==> config.mk <==
export PLATFORM = sky130hd
export DESIGN_NAME = itch_message_decoder
export DESIGN_NICKNAME = d
export VERILOG_FILES = /design/src/sv/imd_pkg.sv /design/src/sv/imd_front.sv /design/src/sv/imd_back.sv /design/src/sv/itch_message_decoder.sv
export SDC_FILE = /design/constraint.sdc
export NUM_CORES = 1
export LEC_CHECK = 0
export BUFFER_PORTS_ARGS = -buffer_cell sky130_fd_sc_hd__buf_2
export CAP_MARGIN = 20
export CORE_ASPECT_RATIO = 1.25
export CORE_MARGIN = 3
export CORE_UTILIZATION = 65
export CTS_CLUSTER_DIAMETER = 120
export DETAILED_ROUTE_END_ITERATION = 8
export PLACE_DENSITY = 0.83
export SYNTH_ARGS = -nofsm -noshare
export SYNTH_HDL_FRONTEND = slang
export SYNTH_HIERARCHICAL = 1
export SYNTH_SLANG_ARGS = --single-unit
==> constraint.sdc <==
create_clock -name clk -period 12.7 [get_ports clk]
set_input_delay 1.27 -clock clk [delete_from_list [all_inputs] [get_ports clk]]
set_output_delay 1.27 -clock clk [all_outputs]
set_load 0.02 [all_outputs]
==> src/sv/imd_pkg.sv <==
// Shared types, codes and field layout tables for the ITCH message decoder.
package imd_pkg;

  localparam int BufDepth = 45;
  localparam int CountMax = 63;

  localparam logic [1:0] ST_OK      = 2'd0;
  localparam logic [1:0] ST_EMPTY   = 2'd1;
  localparam logic [1:0] ST_UNKNOWN = 2'd2;
  localparam logic [1:0] ST_LENGTH  = 2'd3;

  localparam logic [4:0] FID_NONE = 5'd26;
  localparam logic [7:0] SPACE    = 8'h20;

  localparam logic [7:0] MT_T = 8'h54;
  localparam logic [7:0] MT_S = 8'h53;
  localparam logic [7:0] MT_L = 8'h4C;
  localparam logic [7:0] MT_R = 8'h52;
  localparam logic [7:0] MT_H = 8'h48;
  localparam logic [7:0] MT_Y = 8'h59;
  localparam logic [7:0] MT_A = 8'h41;
  localparam logic [7:0] MT_F = 8'h46;
  localparam logic [7:0] MT_E = 8'h45;
  localparam logic [7:0] MT_D = 8'h44;
  localparam logic [7:0] MT_U = 8'h55;
  localparam logic [7:0] MT_G = 8'h47;

  localparam logic [2:0] K_U32  = 3'd0;
  localparam logic [2:0] K_U64  = 3'd1;
  localparam logic [2:0] K_CHR  = 3'd2;
  localparam logic [2:0] K_A4   = 3'd3;
  localparam logic [2:0] K_ISIN = 3'd4;

  typedef struct packed {
    logic [7:0] data_byte;
    logic       last_byte;
    logic       empty_frame;
  } in_t;

  typedef struct packed {
    logic [1:0]  status;
    logic [7:0]  msg_type;
    logic [4:0]  field_id;
    logic [63:0] field_value;
    logic [3:0]  char_count;
    logic        last_result;
  } out_t;

  // Frame descriptor handed from the front end to the field walker.
  typedef struct packed {
    logic [1:0] status;
    logic [7:0] msg_type;
  } desc_t;

  typedef struct packed {
    logic       en;
    logic [5:0] addr;
    logic [7:0] data;
  } wr_t;

  typedef struct packed {
    logic [4:0] fid;
    logic [5:0] pos;
    logic [2:0] kind;
    logic       last;
  } fld_t;

  function automatic logic [5:0] type_len(input logic [7:0] t);
    logic [5:0] n;
    n = 6'd0;
    case (t)
      MT_T: n = 6'd5;
      MT_S: n = 6'd10;
      MT_L: n = 6'd17;
      MT_R: n = 6'd45;
      MT_H: n = 6'd14;
      MT_Y: n = 6'd14;
      MT_A: n = 6'd30;
      MT_F: n = 6'd35;
      MT_E: n = 6'd25;
      MT_D: n = 6'd13;
      MT_U: n = 6'd29;
      MT_G: n = 6'd9;
      default: n = 6'd0;
    endcase
    return n;
  endfunction

  function automatic logic [3:0] kind_len(input logic [2:0] k);
    logic [3:0] n;
    case (k)
      K_U32:  n = 4'd4;
      K_U64:  n = 4'd8;
      K_CHR:  n = 4'd1;
      K_A4:   n = 4'd4;
      K_ISIN: n = 4'd12;
      default: n = 4'd1;
    endcase
    return n;
  endfunction

  function automatic fld_t mk(input int fid, input int pos, input logic [2:0] kind,
                              input logic last);
    fld_t f;
    f.fid  = 5'(fid);
    f.pos  = 6'(pos);
    f.kind = kind;
    f.last = last;
    return f;
  endfunction

  // Field layout of each message type, in message order. The ISIN counts as
  // one entry here and yields two results.
  function automatic fld_t field_info(input logic [7:0] t, input logic [3:0] k);
    fld_t f;
    f = mk(0, 1, K_U32, 1'b1);
    case (t)
      MT_T: f = mk(0, 1, K_U32, 1'b1);
      MT_S: begin
        case (k)
          4'd0: f = mk(1, 1, K_U32, 1'b0);
          4'd1: f = mk(2, 5, K_A4, 1'b0);
          default: f = mk(3, 9, K_CHR, 1'b1);
        endcase
      end
      MT_L: begin
        case (k)
          4'd0: f = mk(1, 1, K_U32, 1'b0);
          4'd1: f = mk(4, 5, K_U32, 1'b0);
          4'd2: f = mk(5, 9, K_U32, 1'b0);
          default: f = mk(6, 13, K_U32, 1'b1);
        endcase
      end
      MT_R: begin
        case (k)
          4'd0: f = mk(1, 1, K_U32, 1'b0);
          4'd1: f = mk(12, 5, K_A4, 1'b0);
          4'd2: f = mk(13, 9, K_ISIN, 1'b0);
          4'd3: f = mk(2, 21, K_A4, 1'b0);
          4'd4: f = mk(7, 25, K_U32, 1'b0);
          4'd5: f = mk(4, 29, K_U32, 1'b0);
          4'd6: f = mk(8, 33, K_U32, 1'b0);
          4'd7: f = mk(9, 37, K_U32, 1'b0);
          default: f = mk(10, 41, K_U32, 1'b1);
        endcase
      end
      MT_H, MT_Y: begin
        case (k)
          4'd0: f = mk(1, 1, K_U32, 1'b0);
          4'd1: f = mk(12, 5, K_A4, 1'b0);
          4'd2: f = mk(2, 9, K_A4, 1'b0);
          default: f = mk(11, 13, K_CHR, 1'b1);
        endcase
      end
      MT_A, MT_F: begin
        case (k)
          4'd0: f = mk(1, 1, K_U32, 1'b0);
          4'd1: f = mk(16, 5, K_U64, 1'b0);
          4'd2: f = mk(17, 13, K_CHR, 1'b0);
          4'd3: f = mk(18, 14, K_U32, 1'b0);
          4'd4: f = mk(12, 18, K_A4, 1'b0);
          4'd5: f = mk(2, 22, K_A4, 1'b0);
          4'd6: f = mk(19, 26, K_U32, t == MT_A);
          4'd7: f = mk(15, 30, K_A4, 1'b0);
          default: f = mk(20, 34, K_CHR, 1'b1);
        endcase
      end
      MT_E: begin
        case (k)
          4'd0: f = mk(1, 1, K_U32, 1'b0);
          4'd1: f = mk(16, 5, K_U64, 1'b0);
          4'd2: f = mk(21, 13, K_U32, 1'b0);
          default: f = mk(22, 17, K_U64, 1'b1);
        endcase
      end
      MT_D: begin
        case (k)
          4'd0: f = mk(1, 1, K_U32, 1'b0);
          default: f = mk(16, 5, K_U64, 1'b1);
        endcase
      end
      MT_U: begin
        case (k)
          4'd0: f = mk(1, 1, K_U32, 1'b0);
          4'd1: f = mk(23, 5, K_U64, 1'b0);
          4'd2: f = mk(24, 13, K_U64, 1'b0);
          4'd3: f = mk(18, 21, K_U32, 1'b0);
          default: f = mk(19, 25, K_U32, 1'b1);
        endcase
      end
      MT_G: f = mk(25, 1, K_U64, 1'b1);
      default: f = mk(0, 1, K_U32, 1'b1);
    endcase
    return f;
  endfunction

  // Keeps the first n bytes of a left-justified word and zeroes the rest.
  function automatic logic [63:0] alpha_mask(input logic [63:0] v, input logic [3:0] n);
    logic [63:0] r;
    r = '0;
    for (int j = 0; j < 8; j++) begin
      if (4'(j) < n) r[63-8*j -: 8] = v[63-8*j -: 8];
    end
    return r;
  endfunction

endpackage

==> src/sv/imd_front.sv <==
// Front end: gathers message bytes into the buffer and classifies each frame.
module imd_front
  import imd_pkg::*;
(
  input  logic  clk,
  input  logic  rst_n,
  input  logic  push,
  output logic  full,
  input  in_t   in_data,
  input  logic  back_busy,
  input  logic  desc_take,
  output logic  desc_valid,
  output desc_t desc,
  output wr_t   wr
);

  logic [5:0] byte_count_r, byte_count_nxt;
  logic [7:0] type_r, type_nxt;
  logic       desc_valid_r, desc_valid_nxt;
  desc_t      desc_r, desc_nxt;
  logic       accept;
  logic [5:0] len;
  logic [7:0] t;
  logic [5:0] want;

  assign full       = desc_valid_r | back_busy;
  assign accept     = push & ~full;
  assign desc_valid = desc_valid_r;
  assign desc       = desc_r;

  assign len  = (byte_count_r < 6'(CountMax)) ? byte_count_r + 6'd1 : byte_count_r;
  assign t    = (byte_count_r == 6'd0) ? in_data.data_byte : type_r;
  assign want = type_len(t);

  assign wr.en   = accept & ~in_data.empty_frame & (byte_count_r < 6'(BufDepth));
  assign wr.addr = byte_count_r;
  assign wr.data = in_data.data_byte;

  always_comb begin
    byte_count_nxt = byte_count_r;
    type_nxt       = type_r;
    desc_valid_nxt = desc_valid_r & ~desc_take;
    desc_nxt       = desc_r;
    if (accept) begin
      if (in_data.empty_frame) begin
        byte_count_nxt  = 6'd0;
        desc_valid_nxt  = 1'b1;
        desc_nxt.status = ST_EMPTY;
        desc_nxt.msg_type = 8'd0;
      end else begin
        type_nxt       = t;
        byte_count_nxt = len;
        if (in_data.last_byte) begin
          byte_count_nxt    = 6'd0;
          desc_valid_nxt    = 1'b1;
          desc_nxt.msg_type = t;
          if (want == 6'd0) begin
            desc_nxt.status = ST_UNKNOWN;
          end else if (len != want) begin
            desc_nxt.status = ST_LENGTH;
          end else begin
            desc_nxt.status = ST_OK;
          end
        end
      end
    end
  end

  always_ff @(posedge clk) begin
    if (!rst_n) begin
      byte_count_r <= 6'd0;
      desc_valid_r <= 1'b0;
    end else begin
      byte_count_r <= byte_count_nxt;
      desc_valid_r <= desc_valid_nxt;
    end
    type_r <= type_nxt;
    desc_r <= desc_nxt;
  end

endmodule

==> src/sv/imd_back.sv <==
// Back end: holds the message buffer and walks a frame's fields into results.
module imd_back
  import imd_pkg::*;
(
  input  logic  clk,
  input  logic  rst_n,
  input  wr_t   wr,
  input  logic  desc_valid,
  input  desc_t desc,
  output logic  desc_take,
  output logic  busy,
  output logic  empty,
  input  logic  pop,
  output out_t  out_data
);

  localparam logic [1:0] S_IDLE  = 2'd0;
  localparam logic [1:0] S_READ  = 2'd1;
  localparam logic [1:0] S_EMIT  = 2'd2;
  localparam logic [1:0] S_EMIT2 = 2'd3;

  logic [7:0] mem [BufDepth];
  logic [7:0] rdata_r;

  logic [1:0]  state_r, state_nxt;
  logic [1:0]  err_r, err_nxt;
  logic [7:0]  type_r, type_nxt;
  logic [3:0]  k_r, k_nxt;
  fld_t        fld_r, fld_nxt;
  logic [3:0]  ri_r, ri_nxt;
  logic [3:0]  di_r, di_nxt;
  logic        rv_r, rv_nxt;
  logic [63:0] acc_r, acc_nxt;
  logic [31:0] acc2_r, acc2_nxt;
  logic [3:0]  nlast_r, nlast_nxt;
  out_t        out_r, out_nxt;
  logic        out_valid_r, out_valid_nxt;

  logic [3:0] flen;
  logic [5:0] raddr;
  logic       slot_free;
  logic [3:0] hi, lo;
  logic       alpha;

  assign flen      = kind_len(fld_r.kind);
  assign raddr     = fld_r.pos + {2'b00, ri_r};
  assign slot_free = ~out_valid_r | pop;
  assign hi        = (nlast_r > 4'd8) ? 4'd8 : nlast_r;
  assign lo        = (nlast_r > 4'd8) ? nlast_r - 4'd8 : 4'd0;
  assign alpha     = (fld_r.kind == K_A4) | (fld_r.kind == K_ISIN);
  assign busy      = state_r != S_IDLE;
  assign desc_take = (state_r == S_IDLE) & desc_valid;
  assign empty     = ~out_valid_r;
  assign out_data  = out_r;

  always_ff @(posedge clk) begin
    if (wr.en) mem[wr.addr] <= wr.data;
    rdata_r <= mem[raddr];
  end

  always_comb begin
    state_nxt     = state_r;
    err_nxt       = err_r;
    type_nxt      = type_r;
    k_nxt         = k_r;
    fld_nxt       = fld_r;
    ri_nxt        = ri_r;
    di_nxt        = di_r;
    rv_nxt        = 1'b0;
    acc_nxt       = acc_r;
    acc2_nxt      = acc2_r;
    nlast_nxt     = nlast_r;
    out_nxt       = out_r;
    out_valid_nxt = out_valid_r & ~pop;

    case (state_r)
      S_IDLE: begin
        if (desc_valid) begin
          err_nxt   = desc.status;
          type_nxt  = desc.msg_type;
          k_nxt     = 4'd0;
          fld_nxt   = field_info(desc.msg_type, 4'd0);
          ri_nxt    = 4'd0;
          di_nxt    = 4'd0;
          acc_nxt   = '0;
          acc2_nxt  = '0;
          nlast_nxt = 4'd0;
          state_nxt = (desc.status == ST_OK) ? S_READ : S_EMIT;
        end
      end
      S_READ: begin
        if (ri_r < flen) begin
          rv_nxt = 1'b1;
          ri_nxt = ri_r + 4'd1;
        end
        if (rv_r) begin
          di_nxt = di_r + 4'd1;
          if (di_r < 4'd8) begin
            acc_nxt = {acc_r[55:0], rdata_r};
          end else begin
            acc2_nxt = {acc2_r[23:0], rdata_r};
          end
          if (alpha && rdata_r != SPACE) nlast_nxt = di_r + 4'd1;
          if (di_r == flen - 4'd1) state_nxt = S_EMIT;
        end
      end
      S_EMIT: begin
        if (slot_free) begin
          out_valid_nxt        = 1'b1;
          out_nxt.msg_type     = type_r;
          out_nxt.status       = err_r;
          out_nxt.last_result  = 1'b1;
          out_nxt.field_id     = FID_NONE;
          out_nxt.field_value  = '0;
          out_nxt.char_count   = 4'd0;
          if (err_r != ST_OK) begin
            state_nxt = S_IDLE;
          end else begin
            out_nxt.field_id    = fld_r.fid;
            out_nxt.last_result = fld_r.last;
            out_nxt.field_value = acc_r;
            if (fld_r.kind == K_A4) begin
              out_nxt.field_value = alpha_mask({acc_r[31:0], 32'h0}, nlast_r);
              out_nxt.char_count  = nlast_r;
            end else if (fld_r.kind == K_ISIN) begin
              out_nxt.field_value = alpha_mask(acc_r, hi);
              out_nxt.char_count  = hi;
            end
            if (fld_r.kind == K_ISIN) begin
              state_nxt = S_EMIT2;
            end else if (fld_r.last) begin
              state_nxt = S_IDLE;
            end else begin
              k_nxt     = k_r + 4'd1;
              fld_nxt   = field_info(type_r, k_r + 4'd1);
              ri_nxt    = 4'd0;
              di_nxt    = 4'd0;
              acc_nxt   = '0;
              acc2_nxt  = '0;
              nlast_nxt = 4'd0;
              state_nxt = S_READ;
            end
          end
        end
      end
      S_EMIT2: begin
        // Second ISIN part: characters eight to eleven.
        if (slot_free) begin
          out_valid_nxt       = 1'b1;
          out_nxt.msg_type    = type_r;
          out_nxt.status      = ST_OK;
          out_nxt.field_id    = fld_r.fid + 5'd1;
          out_nxt.field_value = alpha_mask({acc2_r, 32'h0}, lo);
          out_nxt.char_count  = lo;
          out_nxt.last_result = 1'b0;
          k_nxt     = k_r + 4'd1;
          fld_nxt   = field_info(type_r, k_r + 4'd1);
          ri_nxt    = 4'd0;
          di_nxt    = 4'd0;
          acc_nxt   = '0;
          acc2_nxt  = '0;
          nlast_nxt = 4'd0;
          state_nxt = S_READ;
        end
      end
      default: state_nxt = S_IDLE;
    endcase
  end

  always_ff @(posedge clk) begin
    if (!rst_n) begin
      state_r     <= S_IDLE;
      rv_r        <= 1'b0;
      out_valid_r <= 1'b0;
    end else begin
      state_r     <= state_nxt;
      rv_r        <= rv_nxt;
      out_valid_r <= out_valid_nxt;
    end
    err_r   <= err_nxt;
    type_r  <= type_nxt;
    k_r     <= k_nxt;
    fld_r   <= fld_nxt;
    ri_r    <= ri_nxt;
    di_r    <= di_nxt;
    acc_r   <= acc_nxt;
    acc2_r  <= acc2_nxt;
    nlast_r <= nlast_nxt;
    out_r   <= out_nxt;
  end

endmodule

==> src/sv/itch_message_decoder.sv <==
// Top level of the ITCH message decoder: front end, message buffer and field walker.
// Bytes are taken one per cycle while a frame is being gathered. Once the last
// byte (or an empty frame) is in, full stays high while the field walker reads
// the frame back from the buffer one byte per cycle and forms one result per
// field. The walker first takes up the frame, then for each field reads its
// bytes and emits the result, and for an ISIN emits a second result. So full
// drops once the last result of the frame is in the output register, and an
// error frame yields one result with no bytes read. Results wait in an
// output register, so the walker moves on while the previous result is still
// unread; a second result that finds the register occupied waits for pop.
module itch_message_decoder
  import imd_pkg::*;
(
  input  logic clk,
  input  logic rst_n,
  input  logic push,
  output logic full,
  input  in_t  in_data,
  output logic empty,
  input  logic pop,
  output out_t out_data
);

  logic  back_busy;
  logic  desc_take;
  logic  desc_valid;
  desc_t desc;
  wr_t   wr;

  imd_front u_front (
    .clk       (clk),
    .rst_n     (rst_n),
    .push      (push),
    .full      (full),
    .in_data   (in_data),
    .back_busy (back_busy),
    .desc_take (desc_take),
    .desc_valid(desc_valid),
    .desc      (desc),
    .wr        (wr)
  );

  imd_back u_back (
    .clk       (clk),
    .rst_n     (rst_n),
    .wr        (wr),
    .desc_valid(desc_valid),
    .desc      (desc),
    .desc_take (desc_take),
    .busy      (back_busy),
    .empty     (empty),
    .pop       (pop),
    .out_data  (out_data)
  );

endmodule

Word level (Yosys, flattened, before mapping)
Memory sizes are Yosys's and may differ from the RTL's. A register that Yosys moved wholly into a read port is not among the register bits.
Cells that the tools add are included.
Cells by class
  add/sub/neg operators: 8
  $lt $le $gt $ge: 21
  equality and inequality tests: 62
  multiplexer cells: 107
  bitwise gates (word level): 14
  reduce and logical (&&, ||, !) cells: 31
Operators by type and width (count)
  $mux W64: 8
  $eq A8 B7 Y1 const B: 34
  $pmux W15 S9: 2
  $mux W32: 8
  $pmux W64 S4: 1
  $mux W84: 2
  $pmux W84 S2: 1
  $mux W68: 2
  $mux W8: 17
  $mux W15: 9
  $pmux W32 S4: 1
  $pmux W15 S8: 1
  $pmux W15 S3: 2
  $mux W74: 1
  $mux W4: 17
  $pmux W6 S11: 1
  $pmux W15 S4: 1
  $pmux W4 S4: 3
  $pmux W14 S3: 1
  $pmux W13 S3: 1
  $pmux W15 S2: 1
  $lt A1 B4 Y1 const A: 6
  $lt A2 B4 Y1 const A: 6
  $pmux W12 S2: 1
  48 further kinds: 116
Word-level totals
  bits in registers: 250
  memory bits (writable): 360
  bits in read-only memories: 176
  bits of input ports: 14
  output and inout port bits: 86
  word-level logic and storage cells: 272
  memories: 3
Memory list
  u_back.mem: words 45, bits a word 8, rd ports 1, clocked after memory_dff 1, wr ports 1, RTL line imd_back.sv:22  | logic [7:0] mem [BufDepth];
  (no name shown): words 8, bits a word 11, rd ports 1, clocked after memory_dff 0, wr ports 0, RTL line imd_pkg.sv:135  | case (k)
  (no name shown): words 8, bits a word 11, rd ports 1, clocked after memory_dff 0, wr ports 0, RTL line imd_pkg.sv:135

Depth between registers and ports, before layout
  word-level depth: 9
  gate-level depth with buffers: 10

Modules after synthesis
The synthesis kept the hierarchy.
By module, submodules not included
  imd_back: times used 1, cells an instance 1491, area each 24747.5 sq um
  imd_front: times used 1, cells an instance 243, area each 2120.8 sq um

Worst setup path before layout
No wires, ideal clock.
  path type: input -> register
  start point: in pop
  end point: reg u_back/fld_r[10] (netlist bit), enable pin
  library setup time: 421 ps
  arrival time: 6823 ps
  data required time: 12279 ps
  slack: 5456 ps
  stages: 4
  path buffers: 0
  path through: nor2b_1 nor2b_1 a21o_1 a21boi_0
Between the ends
  cells in the longest elaborated chain, start to end: 3
  elaborated cells between the ends (all ways): 4
Ends and longest elaborated chain
  from (decl): RTL line itch_message_decoder.sv:20  | input logic pop,
  $or A1 B1 Y1 (*): RTL line imd_back.sv:47  | assign slot_free = ~out_valid_r | pop;
  $ne A2 B1 Y1 (no line)
  $reduce_and A7 Y1 (no line) (*)
  to (signal assigned): RTL line imd_back.sv:183  | fld_r <= fld_nxt;
  to (decl): RTL line imd_back.sv:29  | fld_t fld_r, fld_nxt;
Mark *: on every way between the ends. The rest lies on a longest branch, timed or not.
A chain may end at the register's enable or synchronous reset.

==> results.py <==
metrics = {
    "drt": {
        "routed_wl_microns": 57300,
        "wl_per_cell_microns": 23.9,
        "routed_via_density": 6.46,
        "vias": 15500,
        "drc": 0,
        "ant_nets": 0,
        "drtPass1Iterations": 6,
        "drtIter0Drc": 1647,
    },
    "sta": {
        "fin_crit_sh_pct": 34.1,
        "hold_violations": 0,
        "drv_slew": 0,
        "max_freq_mhz": 231,
        "worst_slack_ns": 8.37,
        "setup_viol": 0,
        "worstMarginPinSlew_ns": 1.08,
        "period_needed_ns": 4.33,
        "fin_worst_skew_ns": 0.0361,
        "relSlewSlack_pct": 28.3,
        "rsz0062_at_grt": "no",
        "finalSetupTns_ns": 0,
    },
    "job": {
        "cap_violations": 0,
    },
    "min_path": {
        "hold_path_class": "flop to flop",
    },
    "clock_tree": {
        "clk_latency_ns": 0.60,
        "cts_tree": "yes",
        "htreeDepth": 2,
        "cts-buffers-inserted": 54,
        "clk_pin_slew_ns": 0.06,
        "clock-sinks": 618,
        "cts.repair.resized": 0,
        "cts_hold_buffers": 0,
        "cts_setup_buffers": 0,
        "cts_buffer_depth": 3,
        "cts_root_buf": "clkbuf_16",
    },
    "power_and_ir_drop": {
        "p_leak_nw": 9.91,
        "p_per_area_nw_per_um2": 236,
        "irDropWorstVdd_mv": 0.236,
    },
    "synth": {
        "synth-edff-count": 599,
        "synth_top_family_by_area": "simple AND/OR/NAND/NOR gates",
        "synth_area_sq_um": 26900,
        "netlist_instances": 1734,
        "synth_xor_area_share_pct": 0.717,
        "avgSynthCellArea_sq_um": 15.5,
        "synth-simple-area-share_pct": 10.9,
        "async_flop_share_pct": 0,
        "muxShareOfSynthArea_pct": 10.4,
        "synth_flop_cell": "edfxtp_1",
        "synth_compound_area_share_pct": 6.76,
        "yosysSeqAreaShare_pct": 68.4,
        "synth.distinct_cells": 98,
        "yosys_register_bits": 618,
        "ys_warn_count": 6,
        "synth_adder_area_share_pct": 0.848,
        "syn-num-nets": 1764,
    },
    "setup_path": {
        "cp-start-kind": "flop",
        "crit_required_ns": 12.92,
        "cp.arrival_ns": 4.55,
        "path_max_fanout": 19,
        "path_class": "flop to flop",
        "endpoint_kind": "flop",
    },
    "layout": {
        "area_growth_pct": 10.4,
        "drive_gt1_share_pct": 18.5,
        "fin_nets": 1838,
        "n_antenna_cell": 0,
    },
    "placement": {
        "pre_cts_slack_ns": 7.88,
        "gp_congestion": 0.944,
        "io_buffers": 99,
        "dp_hpwl_microns": 36000,
    },
    "die": {
        "ioPinCount": 100,
        "die_h_microns": 233,
        "die_w_microns": 188,
        "core_area_sq_um": 40400,
        "initial_core_util_pct": 66.5,
        "die_area_sq_um": 43800,
        "placementRows": 82,
    },
    "global_route": {
        "antenna_found_initial": 0,
        "grt_pass1_wl_microns": 88500,
        "grt_overflow": 0,
        "grt_max_degree": 94,
        "track_usage_pct": 26.3,
        "grt_pass1_vias": 15300,
    },
    "outcome": {
        "status": "finished clean",
    },
}
[synthesized netlist by cell type (4+ instances only)]
| cell type | n | share of area [%] |
|---|---|---|
| nor2_1 | 110 | 1.5 |
| nor3_1 | 23 | 0.43 |
| xor2_1 | 10 | 0.33 |
| xnor2_1 | 12 | 0.39 |
| a21boi_0 | 9 | 0.25 |
| o21ai_1 | 5 | 0.093 |
| nor4_1 | 7 | 0.16 |
| nand2b_1 | 16 | 0.37 |
| and3_1 | 7 | 0.16 |
| nand2_1 | 99 | 1.4 |
| a31oi_1 | 14 | 0.33 |
| and2_1 | 145 | 3.4 |
| nand3_1 | 24 | 0.45 |
| inv_1 | 20 | 0.28 |
| o21ai_0 | 64 | 1.2 |
| ha_1 | 15 | 0.70 |
| nor4b_1 | 8 | 0.26 |
| nand3b_1 | 6 | 0.17 |
| a21o_1 | 10 | 0.28 |
| or3_1 | 9 | 0.21 |
| mux4_2 | 96 | 8.0 |
| buf_4 | 11 | 0.31 |
| o21a_1 | 9 | 0.25 |
| buf_6 | 5 | 0.21 |
| a211oi_1 | 4 | 0.11 |
| edfxtp_1 | 599 | 67 |
| nand4_1 | 11 | 0.26 |
| a21oi_1 | 56 | 1.0 |
| mux2i_1 | 61 | 2.3 |
| a22oi_1 | 39 | 1.1 |
| nor2b_1 | 18 | 0.42 |
| o211ai_1 | 7 | 0.20 |
| dfxtp_1 | 19 | 1.4 |
| nor3b_1 | 7 | 0.20 |
| buf_2 | 25 | 0.47 |
| clkbuf_1 | 56 | 0.78 |
[area by class of cell]
type | count | area [sq um]
Sequential cell | 618 | 18400
Fill cell | 2419 | 10800
Multi-Input combinational cell | 996 | 8000
Clock buffer | 60 | 1370
Tap cell | 546 | 683
Timing Repair Buffer | 117 | 678
Clock inverter | 40 | 484
Inverter | 21 | 78.8
[cell families after synthesis]
group | count (synthesis)
fa+ha+maj | 18
compound gates | 267
buf+inv | 120
mux | 158
simple gates | 531
flops | 618
xor+xnor | 22
[worst max-delay path, stage by stage (launching register included)]
cell and delay, ns:
dfxtp_1 0.49, or2_2 0.40, nor2_1 0.17, nand2_1 0.26, nor2_1 0.62, o21a_1 0.41
nor2b_1 0.46, or3b_2 0.56, nor2_1 0.61
[stage by stage]
stage | hold slack (ns) | utilization, % | instance area (sq um) | power [mW] | std cells
CTS | 0.441 | 73.1 | 29600 | 7.02 | 2391
global route | 0.452 | 73.4 | 29700 | 7.30 | 2398
detailed placement | 0.431 | 68.6 | 27700 | 5.30 | 2291
finish | 0.440 | 73.4 | 29700 | 7.01 | 2398
floorplan | 0.417 | - | 26900 | 4.62 | 1734
global placement | 0.426 | 68.6 | 27700 | 5.24 | 2291
[cell usage in the layout, fill, tap and decap left out, types with 16 or more instances in the layout]
cell type / instances
o21ai_0: 64
a22oi_1: 39
mux2i_1: 61
clkbuf_16: 54
nor2_1: 109
mux4_2: 96
a21oi_1: 55
nand2b_1: 16
dfxtp_1: 19
buf_2: 100
inv_1: 20
nand3_1: 24
and2_1: 145
nand2_1: 99
nor3_1: 23
edfxtp_1: 599
nor2b_1: 16
[path summary, 6_finish.rpt]
check / slack [ns] / from / depth (start not counted) / end
setup / recovery: 8.37 / u_back/state_r[1] / 8 / u_back/mem[17][5]
hold / removal: 0.44 / u_front/desc[5] / 0 / u_back/type_r[5]
setup reg to reg: 8.37 / u_back/state_r[1] / 8 / u_back/mem[17][5]
hold reg to reg: 0.44 / u_front/desc[5] / 0 / u_back/type_r[5]
[power by group]
part           leakage [nW]  internal, mW  switching [mW]
clock network         0.891         0.970           0.716
logic                  3.35          1.01            1.41
registers              5.67          2.67           0.234
total                  9.91          4.64            2.36
[sequential cells by signal, indices dropped and copies added, names as in the netlist, 6 cells and up]
name / cells
u_back/mem: 360
u_back/out_data: 84
u_back/acc_r: 64
u_back/acc2_r: 32
u_back/fld_r: 15
u_front/desc: 10
u_back/rdata_r: 8
u_back/type_r: 8
u_front/type_r: 8
u_front/byte_count_r: 6
[per-layer routing]
metal / vias up / global-route usage [%] / wire length (microns)
li1: 6872 / - / -
met1: 7774 / 33.6 / 21700
met2: 698 / 46.0 / 29800
met3: 159 / 3.35 / 3250
met4: 0 / 10.9 / 2570
met5: - / 0 / 0
Note: power is estimated with default switching activity, not from simulation.
